`src/design/bfd_pkg.sv`:
```
// ----------------------------------------------------------------------------
// bfd_pkg
// Shared types and constants of the box filter downscaler.
// ----------------------------------------------------------------------------
`default_nettype none

package bfd_pkg;

   parameter int MAX_DST_WIDTH = 1024;
   parameter int MAX_SRC_DIM   = 4096;

   // Widths of sizes (which must hold the limit itself) and of positions.
   localparam int DIM_W  = $clog2(MAX_SRC_DIM) + 1;
   localparam int DW_W   = $clog2(MAX_DST_WIDTH) + 1;
   localparam int COL_W  = $clog2(MAX_DST_WIDTH);
   localparam int ROW_W  = $clog2(MAX_SRC_DIM);
   localparam int SUM_W  = 32;
   localparam int CNT_W  = 2 * DIM_W;
   localparam int LANES  = 4;
   localparam int PIX_W  = 8;
   localparam int CSR_IDX_W = 3;

   typedef enum logic [CSR_IDX_W-1:0] {
      CSR_SRC_WIDTH  = 3'd0,
      CSR_SRC_HEIGHT = 3'd1,
      CSR_DST_WIDTH  = 3'd2,
      CSR_DST_HEIGHT = 3'd3,
      CSR_HAS_ALPHA  = 3'd4
   } csr_index_type;

   typedef struct packed {
      logic [PIX_W-1:0] in_red;
      logic [PIX_W-1:0] in_green;
      logic [PIX_W-1:0] in_blue;
      logic [PIX_W-1:0] in_alpha;
   } req_type;

   typedef struct packed {
      logic [PIX_W-1:0] out_red;
      logic [PIX_W-1:0] out_green;
      logic [PIX_W-1:0] out_blue;
      logic [PIX_W-1:0] out_alpha;
      logic [COL_W-1:0] out_col;
      logic [ROW_W-1:0] out_row;
      logic             frame_last;
   } rsp_type;

   // Frame geometry: clamped sizes and the base box step with its remainder.
   typedef struct packed {
      logic [DIM_W-1:0] eff_w;
      logic [DIM_W-1:0] eff_h;
      logic [DW_W-1:0]  eff_dw;
      logic [DIM_W-1:0] eff_dh;
      logic [DIM_W-1:0] qw;
      logic [DIM_W-1:0] rw;
      logic [DIM_W-1:0] qh;
      logic [DIM_W-1:0] rh;
   } geo_type;

   typedef logic [LANES-1:0][SUM_W-1:0] sum_vec_type;
   typedef logic [LANES-1:0][PIX_W-1:0] pix_vec_type;

endpackage

`default_nettype wire

```
`src/design/bfd_mean_div.sv`:
```
// ----------------------------------------------------------------------------
// bfd_mean_div
// Four-lane restoring divider for the box means. A mean never exceeds 255,
// so eight quotient bits, one per cycle, are enough.
// ----------------------------------------------------------------------------
`default_nettype none

module bfd_mean_div import bfd_pkg::*; (
   input  wire logic             clock,
   input  wire logic             reset,
   input  wire logic             start,
   input  wire sum_vec_type      sums,
   input  wire logic [CNT_W-1:0] cnt,
   output pix_vec_type           quot,
   output logic                  done
);

   localparam int REM_W  = SUM_W + 1;
   localparam int STEP_W = $clog2(PIX_W);

   logic [LANES-1:0][REM_W-1:0] rem_ff;
   logic [REM_W-1:0]            dv_ff;
   pix_vec_type                 quot_ff;
   logic [STEP_W-1:0]           step_ff;
   logic                        busy_ff, done_ff;

   always_ff @(posedge clock) begin
      if (reset) begin
         busy_ff <= 1'b0;
         done_ff <= 1'b0;
      end else begin
         done_ff <= 1'b0;
         if (start) begin
            busy_ff <= 1'b1;
         end else if (busy_ff && step_ff == '0) begin
            busy_ff <= 1'b0;
            done_ff <= 1'b1;
         end
      end
   end

   always_ff @(posedge clock) begin
      if (start) begin
         dv_ff   <= REM_W'({cnt, {(PIX_W-1){1'b0}}});
         quot_ff <= '0;
         step_ff <= STEP_W'(PIX_W - 1);
         for (int i = 0; i < LANES; i++) begin
            rem_ff[i] <= {1'b0, sums[i]};
         end
      end else if (busy_ff) begin
         for (int i = 0; i < LANES; i++) begin
            if (rem_ff[i] >= dv_ff) begin
               rem_ff[i]           <= rem_ff[i] - dv_ff;
               quot_ff[i][step_ff] <= 1'b1;
            end
         end
         dv_ff <= dv_ff >> 1;
         if (step_ff != '0) begin
            step_ff <= step_ff - STEP_W'(1);
         end
      end
   end

   assign quot = quot_ff;
   assign done = done_ff;

endmodule

`default_nettype wire

```
`config.mk`:
```
export PLATFORM = sky130hd
export DESIGN_NAME = bfd_mean_div
export DESIGN_NICKNAME = d
export VERILOG_FILES = /design/src/design/bfd_pkg.sv /design/src/design/bfd_mean_div.sv
export SDC_FILE = /design/constraint.sdc
export NUM_CORES = 1
export LEC_CHECK = 0
export BUFFER_PORTS_ARGS = -buffer_cell sky130_fd_sc_hd__clkbuf_2
export CAP_MARGIN = 20
export CORE_ASPECT_RATIO = 1.25
export CORE_MARGIN = 1
export CORE_UTILIZATION = 57
export CTS_CLUSTER_DIAMETER = 40
export DETAILED_ROUTE_END_ITERATION = 7
export PLACE_DENSITY = 0.82
export SYNTH_ARGS = -nofsm -noshare
export SYNTH_HDL_FRONTEND = slang
export SYNTH_SLANG_ARGS = --single-unit
```
`constraint.sdc`:
```
create_clock -name clock -period 4.5 [get_ports clock]
set_input_delay 0.45 -clock clock [delete_from_list [all_inputs] [get_ports clock]]
set_output_delay 0.45 -clock clock [all_outputs]
set_load 0.05 [all_outputs]
```
==> results of run 1 <==
==> cell usage after synthesis (all sizes together) (13+ instances only) <==
| cell type | count | share of area (%) |
|---|---|---|
| a31oi | 13 | 0.54 |
| nand3 | 30 | 1.0 |
| a21o | 70 | 3.5 |
| dfxtp | 48 | 6.4 |
| a21oi | 160 | 5.5 |
| o21bai | 15 | 0.75 |
| xnor2 | 62 | 3.6 |
| nand2b | 33 | 1.4 |
| inv | 75 | 1.9 |
| o21a | 17 | 0.85 |
| clkbuf | 53 | 1.3 |
| nor3 | 25 | 0.83 |
| edfxtp | 154 | 31 |
| nand2 | 190 | 4.7 |
| nor2 | 90 | 2.3 |
| o31ai | 52 | 2.6 |
| nor2b | 26 | 1.1 |
| and3 | 14 | 0.58 |
| ha | 134 | 11 |
| xor2 | 48 | 2.8 |
| buf | 15 | 0.52 |
| o21ai | 140 | 4.8 |
| nand4 | 22 | 0.92 |
| a22o | 32 | 1.9 |
==> power by group through the flow <==
stage	clock, mW	sequential [mW]	combinational (mW)
after floorplan	0	2.32	1.90
after global placement	0	2.32	2.47
after detailed placement	0	2.32	2.52
after CTS	2.35	2.29	2.54
after global routing	2.42	2.31	2.82
final	2.35	2.29	2.59
==> final timing paths <==
kind | from | to | slack (ns) | cells after the start
min | reset | busy_ff | 0.08 | 2
max | dv_ff[1] | rem_ff[106] | 0.51 | 12
min reg2reg | quot[15] | quot[15] | 0.45 | 2
max reg2reg | dv_ff[1] | rem_ff[106] | 0.51 | 12
==> sequential cells by signal, indices dropped and copies added (netlist names) <==
name,cells
done,1
busy_ff,1
quot,32
step_ff,3
rem_ff,132
dv_ff,33
==> layout make-up <==
cell class | instances | area (sq um)
multi-input combinational | 1307 | 8895
timing repair buffer | 204 | 1080
clock inverter | 18 | 191.4
fill | 2132 | 8751
clock buffer | 35 | 800.8
tap | 340 | 425.4
antenna | 1 | 2.502
sequential | 202 | 5585
inverter | 75 | 281.5
==> critical path: cells and delay by family (launching register included) <==
family,cells,cell delay [ns]
AOI/OAI and AO/OA,6,1.67
and+or+nand+nor,3,0.71
buffers and inverters,2,0.45
adders and majority gates,1,0.33
DFF,1,0.53
==> through the flow <==
stage	cells	hold slack [ns]	power [mW]	utilization [%]
CTS	2181	0.05968	7.185	66.35
detailed placement	2128	0.4440	4.844	62.53
floorplan	1652	0.4274	4.221	-
global placement	2128	0.4327	4.792	62.53
global route	2181	0.08027	7.551	66.35
finish	2182	0.07990	7.227	66.36
==> kinds of logic (layout without fill, tap and decap cells) <==
logic type / after synthesis / after routing / synth area share, %
xor gates and xnor gates: 110 / 110 / 6.406
DFF: 202 / 202 / 37.14
muxes: 8 / 8 / 0.5325
and+or+nand+nor: 461 / 461 / 14.28
other: 0 / 1 / 0
AOI/OAI and AO/OA: 590 / 590 / 26.24
buffers and inverters: 143 / 332 / 3.719
adders and majority gates: 138 / 138 / 11.68
==> per-layer routing <==
| layer | vias up | routed length, um |
|---|---|---|
| met2 | 623 | 20770 |
| met3 | 128 | 3836 |
| li1 | 6504 | - |
| met4 | 2 | 2458 |
| met5 | - | 12 |
| met1 | 6481 | 18460 |
==> implementation parameters, run 1 <==
Parameter                              Value

Global routing
  Wire length of the first global-routing pass    between 60000 and 70000 um
  Routing usage on met3    5.608%
  Leftover overflow at the end of global routing    0
  Via count of the first global-routing pass    13.00k
  Initial antenna violation count    1
  All-Layer GR Usage    roughly a third
  M1 GR Usage    42.12%
  Maximum number of pins on one net before global-route repair    100
  Layer carrying the most global-route usage    met2
  Met2 usage    between 50 and 60%

Clock network
  Postcts setup bufs    0
  Clock Path Buffers    3
  H-tree levels    1
  Post-cts repair resize count    0
  Clock slew at the register clock pins of the worst setup and hold paths    0.06 ns
  CTS tree    built
  CTS buffer count    29
  Sink Count    a little over 200
  Count of hold buffers inserted by post-cts repair    0
  Root Buffer    sky130_fd_sc_hd__clkbuf_16
  Clk_lat worst skew    around 0.55 ns

Final layout
  Top library cells by usage in the layout, fill and taps aside    190 x sky130_fd_sc_hd__nand2_1, 188 x sky130_fd_sc_hd__clkbuf_2, 154 x sky130_fd_sc_hd__edfxtp_1, 153 x sky130_fd_sc_hd__a21oi_1, 134 x sky130_fd_sc_hd__ha_1
  Leading cell type in the layout, fill and taps excluded    sky130_fd_sc_hd__nand2_1
  Final net count    2114
  Area delta synth->final    14.78%
  Post-Layout Inst Area    between 15000 and 20000 sq um
  Share of cells above drive strength 1    15.64%

Placed design
  Half-perimeter wire length after placement    33530 um
  # port buffers    189
  RePlAce Congestion    ~0.93
  Place WS    0.5544 ns
  Post-DP Area    16270 sq um

Pwr
  Internal portion of total power    4.644 mW
  Share of power burned in registers    31.7%
  Lkg Pwr    7.446 nW
  Switching power total    about 2.6 mW
  Net Sw Frac    35.74%
  Pwr Density    between 400 and 500 nW/um^2
  Portion of total power attributed to the clock network    32.5%
  Peak supply drop    0.0003527 V
  Combinational group share of total power    35.8%

STA
  Period Utilization, post-route    88.62%
  Total Negative Setup Slacks    0 ns
  Worst-margin pin slew    0.9594 ns
  Total of endpoints with negative setup slack in the final report    0
  Fmax    ~250 MHz
  Smallest setup slack after layout    0.5122 ns
  Post-Route Skew    0.01165 ns
  Slew HR    a little over a third
  Total count of max-transition violations in the final report    0
  Shortest clock period the worst path allows after layout    3.988 ns
  RSZ-0062 raised after global routing    false
  Count of endpoints failing hold in the final timing report    0

Critical path
  Crit Path Category    reg2reg
  Highest cell delay on the worst timing path    0.53 ns
  Critical-path cell list    inv_1 -> ha_1 -> nor2b_1 -> o31a_1 -> o31a_1 -> nor2_1 -> o41ai_2 -> a311o_1 -> o21ai_1 -> a21oi_4 -> or2_2 -> buf_12
  Worst Path Max Fanout    18
  Cell type with the highest occurrence count on the critical path    sky130_fd_sc_hd__o31a_1
  Slowest stage cell on the critical path    sky130_fd_sc_hd__dfxtp_1
  Worst endpoint required time    4.75 ns
  Kind of start point of the critical path    register
  Data arrival at the endpoint of the critical path    4.24 ns
  Critical Path Sink Type    register

Synth
  Mean instance size in the synthesized netlist    9.104 sq um
  Post-synthesis instance area    15040 sq um
  Seq/Total Area, Yosys    37.14%
  Synth unique cells    79
  Number of flops mapped to enable cells by yosys    154
  Count of state elements after synthesis    202
  Net Count, Synth    a little under 2k
  Primary flip-flop cell chosen by synthesis mapping    sky130_fd_sc_hd__edfxtp_1
  Post-Synthesis Cells    1652
  Ys Warns    0
  Async S/R FF share, synth    0%

Routing
  Number of nets with antenna violations after routing    0
  Iteration-0 DRC Markers    1113
  Vias    13.74k
  Post-detailed-routing wire length    45540 um
  Initial DRT Pass Iterations    5
  Average wire per cell in the routed design    approximately 21 um
  Avg Vias per Cell    ~6.3
  Total DRC errors in the routed layout    0

Die
  Count of pins on the block boundary    190
  Die W    147.3 um
  Starting utilization of the core area    57.82%
  Placeable Area    26010 sq um
  Die ar.    27040 sq um
  Y dimension of the die    183.6 um
  Row cnt    between 60 and 70

Flow run
  Max_cap viols    0

Run status
  Outcome    finished clean

Worst hold path
  Class of the most critical hold timing path    in2reg
Power figures use the tool's default switching activity.
==> run 2: changes to the inputs <==
--- a/config.mk
+++ b/config.mk
@@ -8,7 +8,7 @@
 export BUFFER_PORTS_ARGS = -buffer_cell sky130_fd_sc_hd__clkbuf_2
 export CAP_MARGIN = 20
 export CORE_ASPECT_RATIO = 1.25
-export CORE_MARGIN = 1
+export CORE_MARGIN = 10
 export CORE_UTILIZATION = 57
 export CTS_CLUSTER_DIAMETER = 40
 export DETAILED_ROUTE_END_ITERATION = 7
==> implementation parameters, run 2 (same netlist as run 1, synthesis figures left out) <==
Parameter                              Value

Die
  Row cnt    66
  Placeable Area    26010 sq um
  Count of pins on the block boundary    190
  Y dimension of the die    201.6 um
  Die W    165.3 um
  Starting utilization of the core area    57.82%
  Die ar.    33320 sq um

Critical path
  Crit Path Category    reg2reg
  Cell count of the worst reg-to-reg path    12
  Count of buffering cells on the critical path with inverters included    2
  Cell count along the critical path    12
  Crit path to    rem_ff[123]
  Worst R2R Setup Slack    0.52 ns
  Data arrival at the endpoint of the critical path    4.25 ns
  Slowest stage cell on the critical path    sky130_fd_sc_hd__dfxtp_1
  Highest cell delay on the worst timing path    0.56 ns
  Critical Path Sink Type    register
  Kind of start point of the critical path    register
  Kind of cell adding the most delay to the critical path    compound AO/OA/AOI/OAI gates
  Worst endpoint required time    4.77 ns
  Cell type with the highest occurrence count on the critical path    sky130_fd_sc_hd__o31a_1
  Worst Path Max Fanout    23
  Critical-path cell list    inv_1 -> ha_1 -> nor2b_1 -> o31a_1 -> o31a_1 -> nor2_1 -> o41ai_2 -> a311o_1 -> o21ai_1 -> a21oi_4 -> or2_2 -> buf_12
  R2R Path End    rem_ff[123]
  Origin of the worst setup path    dv_ff[1]
  Worst flop-to-flop path startpoint    dv_ff[1]

Global routing
  Wire length of the first global-routing pass    72480 um
  Leftover overflow at the end of global routing    0
  Maximum number of pins on one net before global-route repair    75
  All-Layer GR Usage    27.29%
  Via count of the first global-routing pass    13.53k
  Initial antenna violation count    2

Final layout
  Flip-flop count of the largest register after layout    132
  Share of cells above drive strength 1    16.03%
  Largest Register    rem_ff
  Final net count    roughly 2.1k
  Leading cell type in the layout, fill and taps excluded    sky130_fd_sc_hd__nand2_1
  Final Util    66.64%
  Area delta synth->final    15.26%
  Top library cells by usage in the layout, fill and taps aside    190 x sky130_fd_sc_hd__nand2_1, 188 x sky130_fd_sc_hd__clkbuf_2, 154 x sky130_fd_sc_hd__edfxtp_1, 153 x sky130_fd_sc_hd__a21oi_1, 134 x sky130_fd_sc_hd__ha_1

STA
  Post-Route Skew    between 0.01 and 0.015 ns
  Worst-margin pin slew    about 0.90 ns
  Period Utilization, post-route    88.51%
  Total count of max-transition violations in the final report    0
  Smallest hold slack    0.05970 ns
  RSZ-0062 raised after global routing    false
  Shortest clock period the worst path allows after layout    3.983 ns
  Count of endpoints failing hold in the final timing report    0
  Slew HR    39.69%
  Total of endpoints with negative setup slack in the final report    0
  Fmax    251.1 MHz
  Total Negative Setup Slacks    0 ns

Routing
  Met1 Wirelength    19120 um
  Initial DRT Pass Iterations    6
  Total DRC errors in the routed layout    0
  Average wire per cell in the routed design    21.60 um
  Detailed route wirelength on metal2    21720 um
  Detail Route met3 WL    about 4200 um
  Post-detailed-routing wire length    47280 um
  Top Metal Used    met4
  Vias    13.69k
  Avg Vias per Cell    6.255
  Iteration-0 DRC Markers    approximately 1.2k
  Number of nets with antenna violations after routing    0

Clock network
  Post-cts repair resize count    0
  Sink Count    202
  CTS tree    built
  Root Buffer    sky130_fd_sc_hd__clkbuf_16
  CTS buffer count    31
  Clock Path Buffers    3
  Clk_lat worst skew    0.57 ns
  Count of hold buffers inserted by post-cts repair    0
  H-tree levels    1
  Postcts setup bufs    0
  Clock slew at the register clock pins of the worst setup and hold paths    0.06 ns

Pwr
  Power Total    7.293 mW
  Peak supply drop    roughly 0.00038 V
  Pwr Density    420.7 nW/um^2
  Lkg Pwr    7.484 nW

Placed design
  RePlAce Congestion    between 0.9 and 1
  # port buffers    189
  Half-perimeter wire length after placement    35470 um

Worst hold path
  Class of the most critical hold timing path    in2reg

Run status
  Outcome    finished clean

Flow run
  Max_cap viols    0
run 2: power breakdown:
group | switching [mW] | internal, mW | leakage [nW]
Sequential | 0.0678 | 2.22 | 1.97
Combinational | 1.57 | 1.02 | 4.99
Clock | 0.995 | 1.42 | 0.525
run 2: metrics by stage:
stage | cell area, sq um | setup slack, ns | std cells
final | 17330 | 0.5172 | 2189
after global routing | 17330 | 0.2625 | 2187
after CTS | 17330 | 0.5148 | 2187
after detailed placement | 16270 | 0.5258 | 2129
after global placement | 16270 | 0.6627 | 2129
after floorplan | 15040 | 0.9864 | 1652
run 2: worst min-delay path by stage:
stage,start,endpoint,depth (start not counted)
global placement,quot[15],quot[15],2
finish,reset,done,2
CTS,reset,done,2
detailed placement,quot[10],quot[10],2
floorplan,rem_ff[98],rem_ff[98],2
global route,reset,done,2
run 2: final cells by class:
class                      instances  area (sq um)
sequential                       202          5585
timing repair buffer             205          1087
inverter                          75         281.5
antenna                            2         5.005
fill                            2153          8678
tap                              340         425.4
clock buffer                      38         874.6
multi-input combinational       1307          8895
clock inverter                    20         180.2
run 2: metal layers:
layer / track usage [%] / up-vias
li1: - / 6511
met1: 33.82 / 6466
met2: 43.04 / 604
met3: 6.842 / 112
met4: 13.50 / 0
met5: 0 / -
==> run 3: changes to the inputs <==
==> constraint.sdc (replaced) <==
create_clock -name clock -period 4.9 [get_ports clock]
set_input_delay 0.49 -clock clock [delete_from_list [all_inputs] [get_ports clock]]
set_output_delay 0.49 -clock clock [all_outputs]
set_load 0.05 [all_outputs]
==> implementation parameters, run 3 (same netlist as run 1, synthesis figures left out) <==
Parameter                              Value

Global routing
  Via count of the first global-routing pass    between 10k and 15k
  Maximum number of pins on one net before global-route repair    132
  Leftover overflow at the end of global routing    0
  Initial antenna violation count    0
  All-Layer GR Usage    a little over a quarter
  Wire length of the first global-routing pass    around 72000 um

Final layout
  Post-Layout Inst Area    17360 sq um
  Sequential cell area    5585 sq um
  Final net count    2114
  Fillers    about 2.2k
  Leading cell type in the layout, fill and taps excluded    sky130_fd_sc_hd__nand2_1
  Share of cells above drive strength 1    15.88%
  Filler-free cell count of the finished design    2185
  Flip-flop count of the largest register after layout    approximately 130
  Top library cells by usage in the layout, fill and taps aside    190 x sky130_fd_sc_hd__nand2_1, 188 x sky130_fd_sc_hd__clkbuf_2, 154 x sky130_fd_sc_hd__edfxtp_1, 153 x sky130_fd_sc_hd__a21oi_1, 134 x sky130_fd_sc_hd__ha_1
  Antenna Cells    0
  Area delta synth->final    15.46%
  Footprint of the multi-input gates    8897 sq um
  Largest Register    rem_ff

Routing
  Iteration-0 DRC Markers    1090
  Post-detailed-routing wire length    46530 um
  Average wire per cell in the routed design    21.30 um
  Initial DRT Pass Iterations    6
  Avg Vias per Cell    6.273
  Vias    around 14k
  Number of nets with antenna violations after routing    0
  Total DRC errors in the routed layout    0

Placed design
  RePlAce Congestion    0.9537
  # port buffers    ~190
  Half-perimeter wire length after placement    about 34000 um
  Post-DP Area    around 16000 sq um
  DP Cell Count    2123

Pwr
  Power Total    ~6.9 mW
  Portion of total power attributed to the clock network    34.9%
  Net Sw Frac    35.12%
  Internal portion of total power    about 4.5 mW
  Lkg Pwr    7.483 nW
  Switching power total    2.411 mW
  Share of power burned in registers    30.7%
  Pwr Density    between 300 and 400 nW/um^2
  Combinational group share of total power    34.3%
  Peak supply drop    0.0002799 V

STA
  Period Utilization, post-route    85.21%
  Post-Route Skew    between 0.015 and 0.02 ns
  Fmax    239.5 MHz
  Worst-margin pin slew    between 0.9 and 1 ns
  Shortest clock period the worst path allows after layout    roughly 4.2 ns
  Total of endpoints with negative setup slack in the final report    0
  Count of endpoints failing hold in the final timing report    0
  Smallest hold slack    0.1619 ns
  Total Negative Setup Slacks    0 ns
  Total count of max-transition violations in the final report    0
  RSZ-0062 raised after global routing    false
  Slew HR    33.70%

Clock network
  Postcts setup bufs    0
  Clock Path Buffers    3
  CTS buffer count    34
  Root Buffer    sky130_fd_sc_hd__clkbuf_16
  Clk_lat worst skew    0.51 ns
  H-tree levels    2
  Count of hold buffers inserted by post-cts repair    0
  Post-cts repair resize count    0
  CTS tree    built
  Clock slew at the register clock pins of the worst setup and hold paths    0.06 ns
  Sink Count    202

Critical path
  Highest cell delay on the worst timing path    0.73 ns
  Cell type with the highest occurrence count on the critical path    sky130_fd_sc_hd__o31a_1
  Critical-path cell list    inv_1 -> ha_1 -> nor2b_1 -> o31a_1 -> o31a_1 -> nor2_1 -> o41ai_2 -> a311o_1 -> o21ai_1 -> a21oi_4 -> or2_2
  Critical Path Sink Type    register
  Worst R2R Setup Slack    0.72 ns
  R2R Path End    rem_ff[109]
  Kind of start point of the critical path    register
  Cell count of the worst reg-to-reg path    11
  Worst flop-to-flop path startpoint    dv_ff[1]
  Origin of the worst setup path    dv_ff[1]
  Worst Path Max Fanout    32
  Worst endpoint required time    5.03 ns
  Slowest stage cell on the critical path    sky130_fd_sc_hd__or2_2
  Crit path to    rem_ff[109]
  Crit Path Category    reg2reg
  Data arrival at the endpoint of the critical path    between 4 and 5 ns

Die
  Placeable Area    26010 sq um
  Count of pins on the block boundary    190
  Die W    165.3 um
  Starting utilization of the core area    about 58%
  Y dimension of the die    around 200 um
  Die ar.    about 33000 sq um
  Row cnt    66

Flow run
  Max_cap viols    0

Worst hold path
  Startpoint of the tightest hold check path    reset
  Class of the most critical hold timing path    in2reg

Run status
  Outcome    finished clean
==> run 3: changes by cell type in the layout (fill, tap and decap cells not counted), sizes merged <==
cell      before  now
diode          2    0
clkinvlp       0    3
inv           88   83
clkbuf       227  231
buf           16   10
bufinv         0    2
==> run 3: power by group through the flow <==
stage	registers, mW	clock network [mW]	logic, mW
after detailed placement	2.13	0	2.30
after CTS	2.11	2.42	2.32
after global placement	2.13	0	2.24
after global routing	2.12	2.49	2.59
after floorplan	2.13	0	1.75
final	2.11	2.40	2.36
==> run 3: metrics by stage <==
stage                     utilization, %  setup WS (ns)
after floorplan                        -          1.386
after global placement             62.35         0.9006
after detailed placement           62.35         0.7708
after CTS                          66.75         0.7682
after global routing               66.75         0.4753
final                              66.75         0.7247
==> run 3: layer usage <==
| metal | GRT usage [%] | wire, um | up-vias |
|---|---|---|---|
| met3 | 6.352 | 4294 | 140 |
| met1 | 34.19 | 18520 | 6453 |
| li1 | - | - | 6517 |
| met2 | 41.19 | 20790 | 596 |
| met4 | 15.87 | 2927 | 0 |
| met5 | 0 | 0 | - |
==> run 3: how the worst min path moves through the flow <==
stage,end,slack [ns],cells past startpoint
after global placement,quot[13],0.43,2
after CTS,busy_ff,0.15,2
after detailed placement,rem_ff[98],0.44,2
after floorplan,rem_ff[98],0.43,2
after global routing,done,0.16,2
final,done,0.16,2
==> run 3: cell type report <==
| class | instances | area share (%) |
|---|---|---|
| Clock inverter | 20 | 1.225 |
| Sequential cell | 202 | 32.17 |
| Multi-Input combinational cell | 1307 | 51.24 |
| Inverter | 75 | 1.621 |
| Clock buffer | 42 | 5.368 |
| Tap cell | 340 | 2.450 |
| Timing Repair Buffer | 199 | 5.930 |
==> run 3: critical path, delay by kind of cell (launching register included) <==
kind                     cells  cell delay, ns
AO/OA/AOI/OAI                6            1.74
AND/OR/NAND/NOR              3            1.00
flip-flops                   1            0.53
adder cells (fa/ha/maj)      1            0.33
buffers and inverters        1            0.19
