File: src/design/bfd_pkg.sv
// ----------------------------------------------------------------------------
// bfd_pkg
// Shared types and constants of the box filter downscaler.
// ----------------------------------------------------------------------------
`default_nettype none

package bfd_pkg;

   parameter int MAX_DST_WIDTH = 1024;
   parameter int MAX_SRC_DIM   = 4096;

   // Widths of sizes (which must hold the limit itself) and of positions.
   localparam int DIM_W  = $clog2(MAX_SRC_DIM) + 1;
   localparam int DW_W   = $clog2(MAX_DST_WIDTH) + 1;
   localparam int COL_W  = $clog2(MAX_DST_WIDTH);
   localparam int ROW_W  = $clog2(MAX_SRC_DIM);
   localparam int SUM_W  = 32;
   localparam int CNT_W  = 2 * DIM_W;
   localparam int LANES  = 4;
   localparam int PIX_W  = 8;
   localparam int CSR_IDX_W = 3;

   typedef enum logic [CSR_IDX_W-1:0] {
      CSR_SRC_WIDTH  = 3'd0,
      CSR_SRC_HEIGHT = 3'd1,
      CSR_DST_WIDTH  = 3'd2,
      CSR_DST_HEIGHT = 3'd3,
      CSR_HAS_ALPHA  = 3'd4
   } csr_index_type;

   typedef struct packed {
      logic [PIX_W-1:0] in_red;
      logic [PIX_W-1:0] in_green;
      logic [PIX_W-1:0] in_blue;
      logic [PIX_W-1:0] in_alpha;
   } req_type;

   typedef struct packed {
      logic [PIX_W-1:0] out_red;
      logic [PIX_W-1:0] out_green;
      logic [PIX_W-1:0] out_blue;
      logic [PIX_W-1:0] out_alpha;
      logic [COL_W-1:0] out_col;
      logic [ROW_W-1:0] out_row;
      logic             frame_last;
   } rsp_type;

   // Frame geometry: clamped sizes and the base box step with its remainder.
   typedef struct packed {
      logic [DIM_W-1:0] eff_w;
      logic [DIM_W-1:0] eff_h;
      logic [DW_W-1:0]  eff_dw;
      logic [DIM_W-1:0] eff_dh;
      logic [DIM_W-1:0] qw;
      logic [DIM_W-1:0] rw;
      logic [DIM_W-1:0] qh;
      logic [DIM_W-1:0] rh;
   } geo_type;

   typedef logic [LANES-1:0][SUM_W-1:0] sum_vec_type;
   typedef logic [LANES-1:0][PIX_W-1:0] pix_vec_type;

endpackage

`default_nettype wire

File: src/design/bfd_geom.sv
// ----------------------------------------------------------------------------
// bfd_geom
// Clamps the configured sizes and works out the base box steps by two
// bit-serial restoring divisions, one quotient bit per cycle.
// ----------------------------------------------------------------------------
`default_nettype none

module bfd_geom import bfd_pkg::*; (
   input  wire logic             clock,
   input  wire logic             reset,
   input  wire logic             start,
   input  wire logic [DIM_W-1:0] src_width,
   input  wire logic [DIM_W-1:0] src_height,
   input  wire logic [DW_W-1:0]  dst_width,
   input  wire logic [DIM_W-1:0] dst_height,
   output geo_type               geo,
   output logic                  done
);

   localparam int STEP_W = $clog2(DIM_W);

   logic [DIM_W-1:0]  ew, eh, dwmax, dh;
   logic [DW_W-1:0]   dw;
   geo_type           geo_ff;
   logic              busy_ff, done_ff;
   logic [STEP_W-1:0] step_ff;
   logic [DIM_W:0]    remw_ff, remh_ff, remw_sh, remh_sh;

   always_comb begin
      if (src_width == '0) ew = DIM_W'(1);
      else if (src_width > DIM_W'(MAX_SRC_DIM)) ew = DIM_W'(MAX_SRC_DIM);
      else ew = src_width;
      if (src_height == '0) eh = DIM_W'(1);
      else if (src_height > DIM_W'(MAX_SRC_DIM)) eh = DIM_W'(MAX_SRC_DIM);
      else eh = src_height;
      dwmax = (ew < DIM_W'(MAX_DST_WIDTH)) ? ew : DIM_W'(MAX_DST_WIDTH);
      if (dst_width == '0) dw = DW_W'(1);
      else if (DIM_W'(dst_width) > dwmax) dw = DW_W'(dwmax);
      else dw = dst_width;
      if (dst_height == '0) dh = DIM_W'(1);
      else if (dst_height > eh) dh = eh;
      else dh = dst_height;
   end

   assign remw_sh = {remw_ff[DIM_W-1:0], geo_ff.eff_w[step_ff]};
   assign remh_sh = {remh_ff[DIM_W-1:0], geo_ff.eff_h[step_ff]};

   always_ff @(posedge clock) begin
      if (reset) begin
         busy_ff <= 1'b0;
         done_ff <= 1'b0;
      end else begin
         done_ff <= 1'b0;
         if (start) begin
            busy_ff <= 1'b1;
         end else if (busy_ff && step_ff == '0) begin
            busy_ff <= 1'b0;
            done_ff <= 1'b1;
         end
      end
   end

   always_ff @(posedge clock) begin
      if (start) begin
         geo_ff.eff_w  <= ew;
         geo_ff.eff_h  <= eh;
         geo_ff.eff_dw <= dw;
         geo_ff.eff_dh <= dh;
         geo_ff.qw     <= '0;
         geo_ff.qh     <= '0;
         geo_ff.rw     <= '0;
         geo_ff.rh     <= '0;
         remw_ff       <= '0;
         remh_ff       <= '0;
         step_ff       <= STEP_W'(DIM_W - 1);
      end else if (busy_ff) begin
         if (remw_sh >= (DIM_W+1)'(geo_ff.eff_dw)) begin
            remw_ff <= remw_sh - (DIM_W+1)'(geo_ff.eff_dw);
            geo_ff.qw[step_ff] <= 1'b1;
         end else begin
            remw_ff <= remw_sh;
         end
         if (remh_sh >= {1'b0, geo_ff.eff_dh}) begin
            remh_ff <= remh_sh - {1'b0, geo_ff.eff_dh};
            geo_ff.qh[step_ff] <= 1'b1;
         end else begin
            remh_ff <= remh_sh;
         end
         if (step_ff != '0) begin
            step_ff <= step_ff - STEP_W'(1);
         end
      end
   end

   always_comb begin
      geo    = geo_ff;
      geo.rw = remw_ff[DIM_W-1:0];
      geo.rh = remh_ff[DIM_W-1:0];
   end

   assign done = done_ff;

endmodule

`default_nettype wire

File: config.mk
export PLATFORM = sky130hd
export DESIGN_NAME = bfd_geom
export DESIGN_NICKNAME = d
export VERILOG_FILES = /design/src/design/bfd_pkg.sv /design/src/design/bfd_geom.sv
export SDC_FILE = /design/constraint.sdc
export NUM_CORES = 1
export LEC_CHECK = 0
export ABC_CLOCK_PERIOD_IN_PS = 4000
export BUFFER_PORTS_ARGS = -buffer_cell sky130_fd_sc_hd__buf_2
export CORE_ASPECT_RATIO = 1.75
export CORE_UTILIZATION = 50
export CTS_BUF_LIST = sky130_fd_sc_hd__clkbuf_4 sky130_fd_sc_hd__clkbuf_8
export DETAILED_ROUTE_END_ITERATION = 6
export GPL_TIMING_DRIVEN = 0
export PLACE_DENSITY_LB_ADDON = 0.25
export SLEW_MARGIN = 5
export SYNTH_ARGS = -nofsm -noshare
export SYNTH_HDL_FRONTEND = slang
export SYNTH_SLANG_ARGS = --single-unit
File: constraint.sdc
create_clock -name clock -period 4 [get_ports clock]
set_input_delay 0.8 -clock clock [delete_from_list [all_inputs] [get_ports clock]]
set_output_delay 0.8 -clock clock [all_outputs]
set_load 0.05 [all_outputs]
==> results of run 1 <==
==> critical path, stage by stage (launching register included) <==
cell and delay [ps]:
dfxtp_1 380, clkbuf_1 470, mux4_2 320, nand2b_1 60
nand3_1 70, o21ai_0 120, ha_1 250, fa_1 420
a31oi_1 250, o221ai_1 230, o211ai_4 420, mux2_2 390
a211oi_1 220
==> synth_stat cells, drive strengths merged, types with 2 or more instances <==
cell / n
o21ai: 32
a211o: 2
xnor2: 14
xor2: 5
nor2b: 20
edfxtp: 50
nor3: 10
mux4: 6
o21a: 6
a21boi: 3
or4: 2
dfxtp: 58
and4: 2
o31ai: 12
o211ai: 2
clkbuf: 22
a211oi: 15
nand3: 10
buf: 11
nor4: 12
a311oi: 9
nand4: 6
a21o: 14
nand2b: 6
o21bai: 2
a41oi: 12
nor2: 74
a21oi: 31
mux2i: 10
a31oi: 17
nand2: 85
fa: 2
a22o: 2
ha: 52
and2: 6
and3: 2
or3: 3
o2111ai: 2
inv: 46
mux2: 3
==> metrics by stage <==
stage          utilization  cell area, sq um  setup slack (ps)  std cells
3_3_place_gp         0.593              7410               338       1013
2_1_floorplan            -              6420               773        690
6_report             0.607              7580               311       1027
5_1_grt              0.607              7580              25.9       1027
4_1_cts              0.607              7580               309       1027
3_5_place_dp         0.593              7410               218       1013
==> report_power, final <==
group / leakage (uW) / total, uW / internal (uW) / switching, uW
logic: 0.00238 / 1240 / 418 / 827
clock network: 0.0000941 / 610 / 269 / 341
registers: 0.000957 / 1330 / 1250 / 74.6
total: 0.00343 / 3180 / 1940 / 1240
==> registers in the layout, summed over array words and instances, names as in the netlist <==
| register | cells |
|---|---|
| geo | 76 |
| remh_ff | 13 |
| step_ff | 4 |
| done | 1 |
| remw_ff | 13 |
| busy_ff | 1 |
==> cell type report <==
class	instances	area, sq um
clock inverters	2	10.0
well taps	168	210
fillers	1117	4920
clock buffers	12	165
repair buffers	155	776
plain buffers	33	154
flip-flops and latches	108	2660
inverters	46	173
multi-input cells	503	3430
==> logic make-up (layout without fill, tap and decap cells) <==
| kind of cell | Yosys count | after routing | share of synthesized area |
|---|---|---|---|
| compound gates | 169 | 169 | 0.187 |
| xor+xnor | 19 | 19 | 0.0259 |
| fa+ha+maj | 54 | 54 | 0.108 |
| buf+inv | 79 | 248 | 0.0508 |
| flops | 108 | 108 | 0.415 |
| mux | 19 | 19 | 0.0419 |
| simple gates | 242 | 242 | 0.173 |
==> metal layers <==
layer,track usage,up-vias
li1,-,2836
met1,0.296,2739
met2,0.492,216
met3,0.0418,55
met4,0.127,0
met5,0,-
==> worst paths after layout <==
kind / start / to / slack [ps] / cells after the start
worst min-delay path: geo[20] / geo[20] / 470 / 2
worst max-delay path: step_ff[1] / remh_ff[0] / 310 / 12
worst min register to register: geo[20] / geo[20] / 470 / 2
worst max register to register: step_ff[1] / remh_ff[0] / 310 / 12
==> impl_metrics.env, run 1 <==
export IMPL_drv_slew=0
export IMPL_synth_top_cell_area_share=0.234
export IMPL_drc=0
export IMPL_crit_fanout=10
export IMPL_core_rowCount=54
export IMPL_cts_repair_resized=0
export IMPL_drtIter0Drc=234
export IMPL_ios=156
export IMPL_clk_pin_slew_ps=90
export IMPL_via_per_inst=5.69
export IMPL_leakagePower_uw=0.00343
export IMPL_num_vias=5846
export IMPL_post_cts_setup_buffers=0
export IMPL_syn_to_final_growth_pct=18.1
export IMPL_status="complete, no violations"
export IMPL_antenna_found_initial=0
export IMPL_h_tree_depth=3
export IMPL_first_pass_iters=5
export IMPL_die_w_microns=87.7
export IMPL_ys_top_cells_by_area="edfxtp_1 (23%), dfxtp_1 (18%), ha_1 (10%)"
export IMPL_ys_seq_area_frac=0.415
export IMPL_rsz0062_at_grt="no"
export IMPL_grt_max_degree=52
export IMPL_finalCritPeriodShare=0.922
export IMPL_start_util=0.514
export IMPL_hp_class="flop to flop"
export IMPL_synth_edff_count=50
export IMPL_clk_latency_ps=360
export IMPL_m1WireLength_microns=6430
export IMPL_die_y_microns=152
export IMPL_p_per_area_mw_per_mm2=420
export IMPL_ctsHoldBuffers=0
export IMPL_drive_gt1_frac=0.232
export IMPL_grt_pass1_vias=5829
export IMPL_end_kind="flop"
export IMPL_synth_seq_cells=108
export IMPL_cts_sinks=108
export IMPL_cts_buffers=9
export IMPL_timing_hold_ws_ps=472
export IMPL_peakVddDrop_mv=0.207
export IMPL_yosysUniqueCellTypes=59
export IMPL_worst_pin_slew_ps=1090
export IMPL_clockRootBuffer="clkbuf_8"
export IMPL_ant_nets=0
export IMPL_cp_data_required_time_ps=4280
export IMPL_yosys_warnings=0
export IMPL_slew_headroom=0.272
export IMPL_mappedNetlistArea_sq_mm=0.00642
export IMPL_portBuffers=155
export IMPL_wire_per_inst_microns=16.7
export IMPL_nNetsFinal=963
export IMPL_finalHoldViolations=0
export IMPL_skew_ps=12.4
export IMPL_top_layer="met4"
export IMPL_crit_type="flop to flop"
export IMPL_finalPower_uw=3180
export IMPL_netlist_instances=690
export IMPL_grt_first_pass_wirelength_microns=28200
export IMPL_layout_common_cells="buf_2 (161), nand2_1 (85), nor2_1 (74)"
export IMPL_grt_usage=0.270
export IMPL_hpwl_microns=13800
export IMPL_wl_met3_microns=880
export IMPL_setup_viol_count_final=0
export IMPL_avgSynthCellArea_sq_um=9.31
export IMPL_yosysTopAreaCell="edfxtp_1"
export IMPL_critPathLaunchType="flop"
export IMPL_cts_tree="built"
export IMPL_core_area_sq_mm=0.0125
export IMPL_finalCriticalPeriod_ps=3690
export IMPL_routed_wl_microns=17200
export IMPL_cts_buffer_depth=2
export IMPL_synthesis_nets=797
export IMPL_arrival_ps=3970
export IMPL_synth_ff_type="dfxtp_1"
export IMPL_drv_cap=0
export IMPL_fmax_mhz=271
export IMPL_gp_congestion=0.943
export IMPL_async_flop_share=0
export IMPL_n_antenna_cell=0
export IMPL_finalSetupTns_ps=0
export IMPL_grt_overflow_total=0
export IMPL_dieArea_sq_mm=0.0133
export IMPL_route_met2_wl_microns=9180
export IMPL_final_common_cell="buf_2"
Power figures use the tool's default switching activity.
==> run 2: changes to the inputs <==
--- a/config.mk
+++ b/config.mk
@@ -12,7 +12,7 @@
 export CTS_BUF_LIST = sky130_fd_sc_hd__clkbuf_4 sky130_fd_sc_hd__clkbuf_8
 export DETAILED_ROUTE_END_ITERATION = 6
 export GPL_TIMING_DRIVEN = 0
-export PLACE_DENSITY_LB_ADDON = 0.25
+export PLACE_DENSITY = 0.75
 export SLEW_MARGIN = 5
 export SYNTH_ARGS = -nofsm -noshare
 export SYNTH_HDL_FRONTEND = slang
==> impl_metrics.env, run 2 (synthesis gave the netlist of run 1 again) <==
export IMPL_num_vias=5752
export IMPL_grt_first_pass_wirelength_microns=26500
export IMPL_gp_congestion=0.919
export IMPL_dp_cells=1013
export IMPL_grt_pass1_vias=5524
export IMPL_cts_tree="built"
export IMPL_setup_viol_count_final=0
export IMPL_final_core_utilization=0.612
export IMPL_ios=156
export IMPL_status="complete, no violations"
export IMPL_post_route_cell_area_sq_mm=0.00765
export IMPL_critPathLaunchType="flop"
export IMPL_fmax_mhz=275
export IMPL_start_util=0.514
export IMPL_cts_buffer_depth=2
export IMPL_dieArea_sq_mm=0.0133
export IMPL_drv_cap=0
export IMPL_drive_gt1_frac=0.233
export IMPL_slew_headroom=0.279
export IMPL_leakagePower_uw=0.00346
export IMPL_p_per_area_mw_per_mm2=438
export IMPL_wire_per_inst_microns=16.1
export IMPL_final_cells=1029
export IMPL_drc=0
export IMPL_clk_pin_slew_ps=100
export IMPL_finalCritPeriodShare=0.911
export IMPL_max_stage_delay_ps=540
export IMPL_rsz0062_at_grt="no"
export IMPL_syn_to_final_growth_pct=19.1
export IMPL_grt_usage=0.255
export IMPL_die_w_microns=87.7
export IMPL_end_kind="flop"
export IMPL_drv_slew=0
export IMPL_die_y_microns=152
export IMPL_hpwl_microns=13200
export IMPL_arrival_ps=3930
export IMPL_clockRootBuffer="clkbuf_8"
export IMPL_peakVddDrop_mv=0.234
export IMPL_ant_nets=0
export IMPL_cts_buffers=9
export IMPL_finalHoldViolations=0
export IMPL_skew_ps=20.3
export IMPL_post_cts_setup_buffers=0
export IMPL_regArea_sq_mm=0.00266
export IMPL_hp_class="flop to flop"
export IMPL_cp_data_required_time_ps=4290
export IMPL_core_area_sq_mm=0.0125
export IMPL_crit_type="flop to flop"
export IMPL_n_antenna_cell=0
export IMPL_final_common_cell="buf_2"
export IMPL_ctsHoldBuffers=0
export IMPL_first_pass_iters=4
export IMPL_routed_wl_microns=16600
export IMPL_via_per_inst=5.59
export IMPL_drtIter0Drc=226
export IMPL_clk_latency_ps=380
export IMPL_fill_cells=1131
export IMPL_grt_max_degree=52
export IMPL_antenna_found_initial=0
export IMPL_multi_input_area_sq_mm=0.00343
export IMPL_layout_common_cells="buf_2 (161), nand2_1 (85), nor2_1 (74)"
export IMPL_worst_pin_slew_ps=1080
export IMPL_crit_fanout=9
export IMPL_h_tree_depth=3
export IMPL_finalCriticalPeriod_ps=3640
export IMPL_slowest_stage="mux4_2"
export IMPL_nNetsFinal=963
export IMPL_portBuffers=155
export IMPL_finalSetupTns_ps=0
export IMPL_crit_chain="buf_2 -> mux4_2 -> mux2_2 -> o21ai_0 -> ha_1 -> fa_1 -> nor2b_1 -> o2111ai_1 -> a21boi_0 -> o41ai_1 -> xnor2_1 -> mux2i_1 -> a211oi_1"
export IMPL_cts_sinks=108
export IMPL_placed_cell_area_sq_mm=0.00741
export IMPL_core_rowCount=54
export IMPL_grt_overflow_total=0
export IMPL_largest_reg_flops=76
==> run 2: cell types whose count changed in the layout (fill, tap and decap cells not counted), moves of 2 or more <==
cell and change:
bufinv_16 +3, clkbuf_8 -3, clkbuf_4 +2, clkinv_2 -2
==> run 2: final cells by class <==
| cell class | count | area share |
|---|---|---|
| Timing Repair Buffer | 155 | 0.101 |
| Sequential cell | 108 | 0.348 |
| Clock buffer | 11 | 0.0182 |
| Tap cell | 168 | 0.0275 |
| Clock inverter | 5 | 0.0132 |
| Inverter | 46 | 0.0226 |
| Buffer | 33 | 0.0203 |
| Multi-Input combinational cell | 503 | 0.449 |
==> run 2: where the power goes <==
part,internal [uW],switching [uW],leakage (uW)
registers,1250,78.5,0.000957
logic,417,816,0.00238
clock network,428,357,0.000122
total,2100,1250,0.00346
==> run 2: per-layer routing <==
layer,global-route usage,vias up,wire (microns)
met2,0.459,189,8760
met1,0.277,2667,6400
met5,0,-,0
met3,0.0397,56,661
met4,0.139,0,761
li1,-,2840,-
==> run 2: what timing repair did <==
| item | 4_1_cts | 5_1_grt |
|---|---|---|
| endpoints found under the hold margin | 0 | 0 |
| gates resized for setup | 0 | 2 |
| setup endpoints to repair | 0 | 1 |
==> run 2: worst paths after layout <==
path | start | cells past startpoint | slack, ps | endpoint
max | step_ff[0] | 13 | 360 | remh_ff[12]
min | geo[43] | 2 | 470 | geo[43]
min reg2reg | geo[43] | 2 | 470 | geo[43]
max reg2reg | step_ff[0] | 13 | 360 | remh_ff[12]
==> run 2: worst max-delay path: cells and delay by family (launching register included) <==
| family | cells | cell delay (ps) |
|---|---|---|
| AOI/OAI and AO/OA | 5 | 1260 |
| xor gates and xnor gates | 1 | 170 |
| adders and majority gates | 2 | 480 |
| buffers and inverters | 1 | 300 |
| DFF | 1 | 360 |
| muxes | 3 | 900 |
| and+or+nand+nor | 1 | 80 |
==> run 2: metrics by stage <==
stage | worst slack [ps] | power (uW) | hold WS (ps)
detailed placement | 231 | 2580 | 452
finish | 358 | 3350 | 472
floorplan | 773 | 2270 | 565
global placement | 236 | 2570 | 440
global route | 14.1 | 3510 | 501
CTS | 291 | 3360 | 475
==> run 3: changes to the inputs <==
--- a/config.mk
+++ b/config.mk
@@ -5,7 +5,7 @@
 export SDC_FILE = /design/constraint.sdc
 export NUM_CORES = 1
 export LEC_CHECK = 0
-export ABC_CLOCK_PERIOD_IN_PS = 4000
+export ABC_CLOCK_PERIOD_IN_PS = 4100
 export BUFFER_PORTS_ARGS = -buffer_cell sky130_fd_sc_hd__buf_2
 export CORE_ASPECT_RATIO = 1.75
 export CORE_UTILIZATION = 50
==> constraint.sdc (replaced) <==
create_clock -name clock -period 4.1 [get_ports clock]
set_input_delay 0.82 -clock clock [delete_from_list [all_inputs] [get_ports clock]]
set_output_delay 0.82 -clock clock [all_outputs]
set_load 0.05 [all_outputs]
==> impl_metrics.env, run 3 (synthesis gave the netlist of run 1 again) <==
export IMPL_status="complete, no violations"
export IMPL_worst_pin_slew_ps=1080
export IMPL_cts_repair_resized=0
export IMPL_slew_headroom=0.279
export IMPL_num_vias=5754
export IMPL_r2r_slack_ps=410
export IMPL_cts_tree="built"
export IMPL_crit_type="flop to flop"
export IMPL_critPathLaunchType="flop"
export IMPL_rsz0062_at_grt="no"
export IMPL_die_w_microns=87.7
export IMPL_cp_data_required_time_ps=4400
export IMPL_drv_slew=0
export IMPL_via_per_inst=5.59
export IMPL_peakVddDrop_mv=0.229
export IMPL_grt_usage=0.255
export IMPL_final_cells=1029
export IMPL_grt_max_degree=52
export IMPL_arrival_ps=3990
export IMPL_nNetsFinal=963
export IMPL_clk_pin_slew_ps=100
export IMPL_p_per_area_mw_per_mm2=428
export IMPL_cp_buffers_inverters=1
export IMPL_dieArea_sq_mm=0.0133
export IMPL_drtIter0Drc=227
export IMPL_drc=0
export IMPL_fmax_mhz=271
export IMPL_hp_class="flop to flop"
export IMPL_clockRootBuffer="clkbuf_8"
export IMPL_cts_buffer_depth=2
export IMPL_layout_common_cells="buf_2 (161), nand2_1 (85), nor2_1 (74)"
export IMPL_grt_pass1_vias=5524
export IMPL_start_util=0.514
export IMPL_cts_buffers=9
export IMPL_leakagePower_uw=0.00345
export IMPL_finalSetupTns_ps=0
export IMPL_grt_overflow_total=0
export IMPL_crit_fanout=10
export IMPL_portBuffers=155
export IMPL_fill_cells=1132
export IMPL_core_rowCount=54
export IMPL_finalHoldViolations=0
export IMPL_dp_cells=1013
export IMPL_hpwl_microns=13200
export IMPL_drv_cap=0
export IMPL_antenna_found_initial=0
export IMPL_finalCritPeriodShare=0.900
export IMPL_grt_first_pass_wirelength_microns=26500
export IMPL_ios=156
export IMPL_setup_viol_count_final=0
export IMPL_h_tree_depth=3
export IMPL_crit_chain="clkbuf_1 -> mux4_2 -> nand2b_1 -> nand3_1 -> o21ai_0 -> ha_1 -> fa_1 -> nor2b_1 -> o21bai_1 -> and2_1 -> o21ai_1 -> o21ai_2 -> or3_1 -> a311oi_2"
export IMPL_gp_congestion=0.919
export IMPL_die_y_microns=152
export IMPL_ctsHoldBuffers=0
export IMPL_drive_gt1_frac=0.232
export IMPL_final_core_utilization=0.612
export IMPL_core_area_sq_mm=0.0125
export IMPL_wire_per_inst_microns=16.1
export IMPL_final_common_cell="buf_2"
export IMPL_end_kind="flop"
export IMPL_post_cts_setup_buffers=0
export IMPL_syn_to_final_growth_pct=19.1
export IMPL_cts_sinks=108
export IMPL_largest_reg_flops=76
export IMPL_slowest_stage="clkbuf_1"
export IMPL_max_stage_delay_ps=470
export IMPL_skew_ps=20.5
export IMPL_ant_nets=0
export IMPL_crit_family="simple AND/OR/NAND/NOR gates"
export IMPL_first_pass_iters=4
export IMPL_routed_wl_microns=16600
export IMPL_clk_latency_ps=380
export IMPL_finalCriticalPeriod_ps=3690
export IMPL_n_antenna_cell=0
run 3: cell count changes in the layout (fill, tap and decap cells not counted):
cell	change
clkbuf_1	+1
clkbuf_2	-1
run 3: final timing paths:
path / from / to / cells after the start
min reg2reg: geo[43] / geo[43] / 2
min: geo[43] / geo[43] / 2
max: step_ff[1] / remw_ff[6] / 14
max reg2reg: step_ff[1] / remw_ff[6] / 14
run 3: worst reg2reg max path, delay by kind of cell, from the launching register on:
family,cells,cell delay (ps)
adder cells (fa/ha/maj),2,650
multiplexers,1,320
AND/OR/NAND/NOR,5,910
flip-flops,1,360
buffers and inverters,1,470
AO/OA/AOI/OAI,5,880
run 3: layout make-up:
type                       instances  area [sq um]  share of cell area
multi-input combinational        503          3430               0.449
sequential                       108          2660               0.348
timing repair buffer             155           776               0.101
tap                              168           210              0.0275
inverter                          46           173              0.0226
buffer                            33           154              0.0201
clock buffer                      11           139              0.0182
clock inverter                     5           101              0.0133
run 3: report_power, final:
group / total, uW / internal, uW / switching (uW)
registers: 1300 / 1220 / 76.6
logic: 1200 / 407 / 796
clock network: 767 / 418 / 349
total: 3270 / 2050 / 1220
run 3: through the flow:
stage	hold WS (ps)	worst slack (ps)	power, uW	cell area [sq um]
2_1_floorplan	565	853	2220	6420
3_3_place_gp	440	316	2510	7410
5_1_grt	501	97.5	3430	7650
4_1_cts	475	391	3280	7650
6_report	472	411	3270	7650
3_5_place_dp	452	311	2520	7410
run 3: metal layers:
layer  global-route usage  part of all wire  vias up
met1                0.277              0.39     2673
met2                0.459              0.53      187
met4                0.139             0.046        0
met3               0.0397             0.039       56
met5                    0                 0        -
li1                     -                 -     2838
